### src/rtl/core/quaternion_slerp_unit_assert.svh
// Assertion macros used by the quaternion slerp RTL.
// Users must have clk and rst in scope; no other dependencies.
`ifndef QUATERNION_SLERP_UNIT_ASSERT_SVH
`define QUATERNION_SLERP_UNIT_ASSERT_SVH

// Implication checked at every rising edge outside reset.
`define QSU_ASSERT_IMP(name, ante, cons, msg) \
  name: assert property (@(posedge clk) disable iff (rst) (ante) |-> (cons)) \
    else $error(msg);

// Implication checked against the following cycle.
`define QSU_ASSERT_NXT(name, ante, cons, msg) \
  name: assert property (@(posedge clk) disable iff (rst) (ante) |=> (cons)) \
    else $error(msg);

`endif

### src/rtl/core/qslp_pkg.sv
// Package for the quaternion slerp unit: types, fixed-point constants, latencies.
// No dependencies.
`default_nettype none

package qslp_pkg;

  localparam int HSTEPS = 5;
  localparam int SIN_LAT = 3 * HSTEPS + 2;
  localparam int NSTEP = 31;
  localparam int QBITS = 32;
  localparam int CELL_LAT = SIN_LAT + 2;
  localparam int FRONT_LAT = 4;
  localparam int ACOS_END = FRONT_LAT + NSTEP * CELL_LAT;
  localparam int ANG_END = ACOS_END + SIN_LAT + 2;
  localparam int DIV_END = ANG_END + QBITS;
  localparam int TOTAL_LAT = DIV_END + 2;

  localparam logic [30:0] HALF_PI = 31'd1686629713;
  localparam logic [30:0] FX_ONE = 31'h4000_0000;

  // Horner divisors and their reciprocals scaled by 2^34.
  localparam logic [6:0] HDIV [HSTEPS] = '{7'd110, 7'd72, 7'd42, 7'd20, 7'd6};
  localparam logic [31:0] HREC [HSTEPS] = '{
    32'd156180628, 32'd238609294, 32'd409044504, 32'd858993459, 32'd2863311530
  };

  typedef struct packed {
    logic signed [15:0] a_x;
    logic signed [15:0] a_y;
    logic signed [15:0] a_z;
    logic signed [15:0] a_w;
    logic signed [15:0] b_x;
    logic signed [15:0] b_y;
    logic signed [15:0] b_z;
    logic signed [15:0] b_w;
    logic [16:0] blend_t;
  } qs_in_t;

  typedef struct packed {
    logic signed [15:0] out_x;
    logic signed [15:0] out_y;
    logic signed [15:0] out_z;
    logic signed [15:0] out_w;
  } qs_out_t;

  typedef struct packed {
    logic [3:0][15:0] a;
    logic [3:0][16:0] bn;
    logic [16:0] t;
    logic lin;
  } qs_mix_t;

  typedef struct packed {
    qs_mix_t mix;
    logic [32:0] dot;
    logic [30:0] lo;
    logic [30:0] hi;
    logic [30:0] mid;
  } qs_item_t;

  typedef struct packed {
    qs_mix_t mix;
    logic [30:0] den;
    logic [30:0] rem0;
    logic [30:0] rem1;
    logic [31:0] num0;
    logic [31:0] num1;
    logic [31:0] quo0;
    logic [31:0] quo1;
  } qs_div_t;

endpackage

`default_nettype wire

### src/rtl/core/qslp_div_cell.sv
// One restoring-division step for both slerp weights, one quotient bit each.
// Depends on qslp_pkg.
`default_nettype none

module qslp_div_cell (
  input logic clk,
  input qslp_pkg::qs_div_t din,
  output qslp_pkg::qs_div_t dout
);
  import qslp_pkg::*;

  logic [31:0] t0;
  logic [31:0] t1;
  logic [31:0] d0;
  logic [31:0] d1;
  logic ge0;
  logic ge1;
  qs_div_t dout_next;

  assign t0 = {din.rem0, din.num0[31]};
  assign t1 = {din.rem1, din.num1[31]};
  assign d0 = t0 - {1'b0, din.den};
  assign d1 = t1 - {1'b0, din.den};
  assign ge0 = t0 >= {1'b0, din.den};
  assign ge1 = t1 >= {1'b0, din.den};

  always_comb begin
    dout_next = din;
    dout_next.rem0 = ge0 ? d0[30:0] : t0[30:0];
    dout_next.rem1 = ge1 ? d1[30:0] : t1[30:0];
    dout_next.num0 = {din.num0[30:0], 1'b0};
    dout_next.num1 = {din.num1[30:0], 1'b0};
    dout_next.quo0 = {din.quo0[30:0], ge0};
    dout_next.quo1 = {din.quo1[30:0], ge1};
  end

  always_ff @(posedge clk) begin
    dout <= dout_next;
  end

endmodule

`default_nettype wire

### config.mk
export PLATFORM = sky130hd
export DESIGN_NAME = qslp_div_cell
export DESIGN_NICKNAME = d
export VERILOG_FILES = /design/src/rtl/core/quaternion_slerp_unit_assert.svh /design/src/rtl/core/qslp_pkg.sv /design/src/rtl/core/qslp_div_cell.sv
export SDC_FILE = /design/constraint.sdc
export NUM_CORES = 1
export LEC_CHECK = 0
export ABC_AREA = 1
export BUFFER_PORTS_ARGS = -buffer_cell sky130_fd_sc_hd__buf_2
export CORE_AREA = 2 2 286 288
export DETAILED_ROUTE_END_ITERATION = 16
export DIE_AREA = 0 0 288 290
export HOLD_SLACK_MARGIN = 0.02
export SLEW_MARGIN = 10
export SYNTH_ARGS = -nofsm -noshare
export SYNTH_HDL_FRONTEND = slang
export SYNTH_SLANG_ARGS = --single-unit
### constraint.sdc
create_clock -name clk -period 3 [get_ports clk]
set_clock_uncertainty 0.05 [all_clocks]
set_input_delay 0.6 -clock clk [delete_from_list [all_inputs] [get_ports clk]]
set_output_delay 0.6 -clock clk [all_outputs]
set_load 0.02 [all_outputs]
## Word-level counts from Yosys, hierarchy flattened

Index checks and enable logic that the tools add are counted.
W data, S select, Z words.

- Muxes and demuxes: 2
- $lt $le $gt $ge: 2
- $add $sub $neg: 2

Operator list:

| kind | number |
|---|---|
| $ge A32 B31 Y1 | 2 |
| $mux W31 | 2 |
| $sub A31 B31 Y31 | 2 |

- Register bits after elaboration: 369
- Input port bits: 372
- Output and inout port bits: 371

## Depth between registers and ports, before layout

- Depth after elaboration: 2
- Gate-level depth with buffers: 17
- Gate-level depth less buffers: 15

## Worst setup path after synthesis

OpenSTA, ideal clock, no wires.

- Path kind: input to register
- Start: input port din[95] in the netlist's numbering
- End: register dout[134] in the netlist's numbering
- Path buffers: 2
- Arrival: 2.226 ns
- Path slack: 0.612 ns
- Stages on the path: 17
- Path through: inv_1 > ha_1 > fa_1 > inv_1 > nand2_1 > nand2_1 > nand3_1 > nand2_1 > nand2_1 > nand3_1 > nand2_1 > nand2_4 > inv_2 > buf_6 > buf_6 > nand2_1 > nand2_1

RTL lines:

| item | RTL line | source |
|---|---|---|
| from (decl) | qslp_div_cell.sv:7 | `input qslp_pkg::qs_div_t din,` |
| to (signal assigned) | qslp_div_cell.sv:38 | `dout <= dout_next;` |
| to (decl) | qslp_div_cell.sv:8 | `output qslp_pkg::qs_div_t dout` |

==> flow_summary.toml <==
[global_route]
grt_pass1_vias = 13500
met3_usage_pct = 11.8
grt_most_used_layer = "met2"
grt_overflow_total = 0
grt_pass1_wl_um = 123000
grt.met2_usage_pct = 39.8
met1_usage_pct = 22.8
grt_usage_pct = 22.4
grt_start_max_net_pins = 30
grt_antenna_before_repair = 82

[drt]
wl_um = 96200
drt-pass1-iter-count = 4
drt_iter0_markers = 485
num_vias = 13300
vias_per_cell = 3.78
wl_per_cell_um = 27.3
drtAntennaViolNets = 0
drc_errors = 0

[synth]
yosysWarningCount = 0
synth_area_um2 = 13100
synth_enable_flop_cells = 0
synth_seq_cells = 369
avgSynthCellArea_um2 = 8.18
synth_commonest_cells = "nand2_1, dfxtp_1, inv_1, nand3_1, nor2_1"
yosys.area.top_type_share_pct = 56.3
synthTopCellsByArea = "dfxtp_1, nand2_1, inv_1"
synthMostInstantiatedCell = "nand2_1"
async_reset_ff_share_pct = 0
yosysSeqAreaShare_pct = 56.3
netlist_instances = 1602
synth_flop_cell = "dfxtp_1"
synth_top_area_cell = "dfxtp_1"
yosysUniqueCellTypes = 27

[power_and_ir_drop]
power.total_mw = 14.3
p_leak_nw = 11.1
sw_frac_of_total_pct = 30.4
p_int_mw = 9.94
power_frac_comb_pct = 19.1
irDropWorstVdd_v = 0.000386
clock_power_share_pct = 42.9
powerDensity_nw_per_um2 = 710
seq_power_share_pct = 38.0
switchingPower_mw = 4.35

[sta]
fmax_mhz = 462
slew_viol_final = 0
final_hold_viol_count = 0
fin_tns_setup_ns = 0
grt_setup_unrepaired = "no"
min_period_ns = 2.16
fin_hold_ws_ns = 0.0585
finalSetupViolations = 0
post-route-period-util_pct = 72.1

[clock_tree]
cts_sinks = 369
cts_tree = "yes"
htree_levels = 2
clockRootBuffer = "clkbuf_16"
numCtsBuffers = 48
cts_buffer_depth = 3
clk_pin_slew_worst_paths_ns = 0.06
cts_resized = 0

[worst_setup_path]
crit_required_ns = 3.47
endpoint_kind = "flop"
crit_top_cell = "nand2_1"
crit_path_top_delay_cell = "fa_1"
cp_slowest_stage_delay_ns = 0.36
crit_family = "simple AND/OR/NAND/NOR gates"
critPathBufInv = 3
critPathLaunchType = "input port"
path_cells = "buf_2 > ha_1 > fa_1 > inv_1 > nand2_1 > nand2_1 > nand3_1 > nand2_1 > nand2_1 > nand3_1 > nand2_1 > nand2_4 > buf_12 > nand3_1 > nand2_1"
crit_path_max_fanout = 27
crit_type = "in -> reg"
cp.arrival_ns = 2.64

[layout]
layout-drive-gt1-share_pct = 35.0
regMostFlops = "dout"
nNetsFinal = 2851
largestRegisters = "dout x369"
fin_cells = 3524
fillers = 9023
largest_register_ffs = 369
syn2layout_area_growth_pct = 53.6

[die]
dieHeight_um = 290
fp.dieW_um = 288
io_pins = 743
dieArea_um2 = 83500
start_util_pct = 16.4
rows = 104
core_area_um2 = 80200

[placement]
gp_congestion = 0.904
dpl.hpwl_um = 85700
port_buffers = 738
dp.cells = 3406

[min_path]
hp-class = "in -> reg"

[job]
timing.max_cap.violations = 0

[run_status]
status = "finished, final reports clean"
[timing repair]
action	4_1_cts	5_1_grt
endpoints found under the hold margin	19	0
endpoints found under the setup margin	0	0
hold buffers	19	0
buffers inserted	0	0
[per-layer routing]
layer	up-vias	share of wire, %
li1	6490	-
met5	-	0.24
met4	36	3.1
met1	5995	35
met2	603	49
met3	187	13
[final cells by class]
cell class	count	area, µm²	area share (%)
Clock buffer	67	1370	6.82
Antenna cell	12	30.0	0.149
Clock inverter	20	300	1.49
Sequential cell	369	7390	36.7
Inverter	280	1050	5.22
Timing Repair Buffer	776	4090	20.3
Multi-Input combinational cell	940	4580	22.7
Tap cell	1060	1330	6.59
[metrics by stage]
step	instance area, µm²	setup WS [ns]	util, %
after floorplan	13100	0.612	-
after global placement	18200	0.224	22.8
after detailed placement	18200	0.194	22.8
after CTS	20100	0.821	25.1
after global routing	20100	0.641	25.1
final	20100	0.836	25.1
[cell usage in the layout, fill, tap and decap left out, drive strengths merged]
cell type and count:
a21oi 34, and2 4, and3 2, buf 757
bufinv 7, clkbuf 67, clkinv 8, clkinvlp 4
conb 2, dfxtp 369, diode 12, dlygate4sd3 19
fa 2, ha 62, inv 281, nand2 590
nand3 86, nand3b 6, nand4 12, nor2 86
nor3 8, o21ai 6, o21bai 6, or2 6
xor2 28
[kinds of logic after synthesis]
| logic type | share of synthesized area [%] |
|---|---|
| AO/OA/AOI/OAI | 1.87 |
| XOR/XNOR | 1.87 |
| adder cells (fa/ha/maj) | 6.22 |
| buffers and inverters | 8.78 |
| flip-flops | 56.3 |
| other | 0.0286 |
| AND/OR/NAND/NOR | 24.9 |
[power groups by stage]
stage	clock network, mW	registers [mW]	logic [mW]
after global placement	0	5.54	2.76
after detailed placement	0	5.54	2.77
after floorplan	0	6.00	0.896
after global routing	6.53	5.46	2.98
final	6.14	5.43	2.73
after CTS	6.35	5.44	2.80
[path summary, 6_finish.rpt]
kind,start,end,depth (start not counted)
worst max-delay path,din[190],dout[150]$_DFF_P_,15
worst min-delay path,din[113],dout[114]$_DFF_P_,1
(Power assumes the default switching activity.)
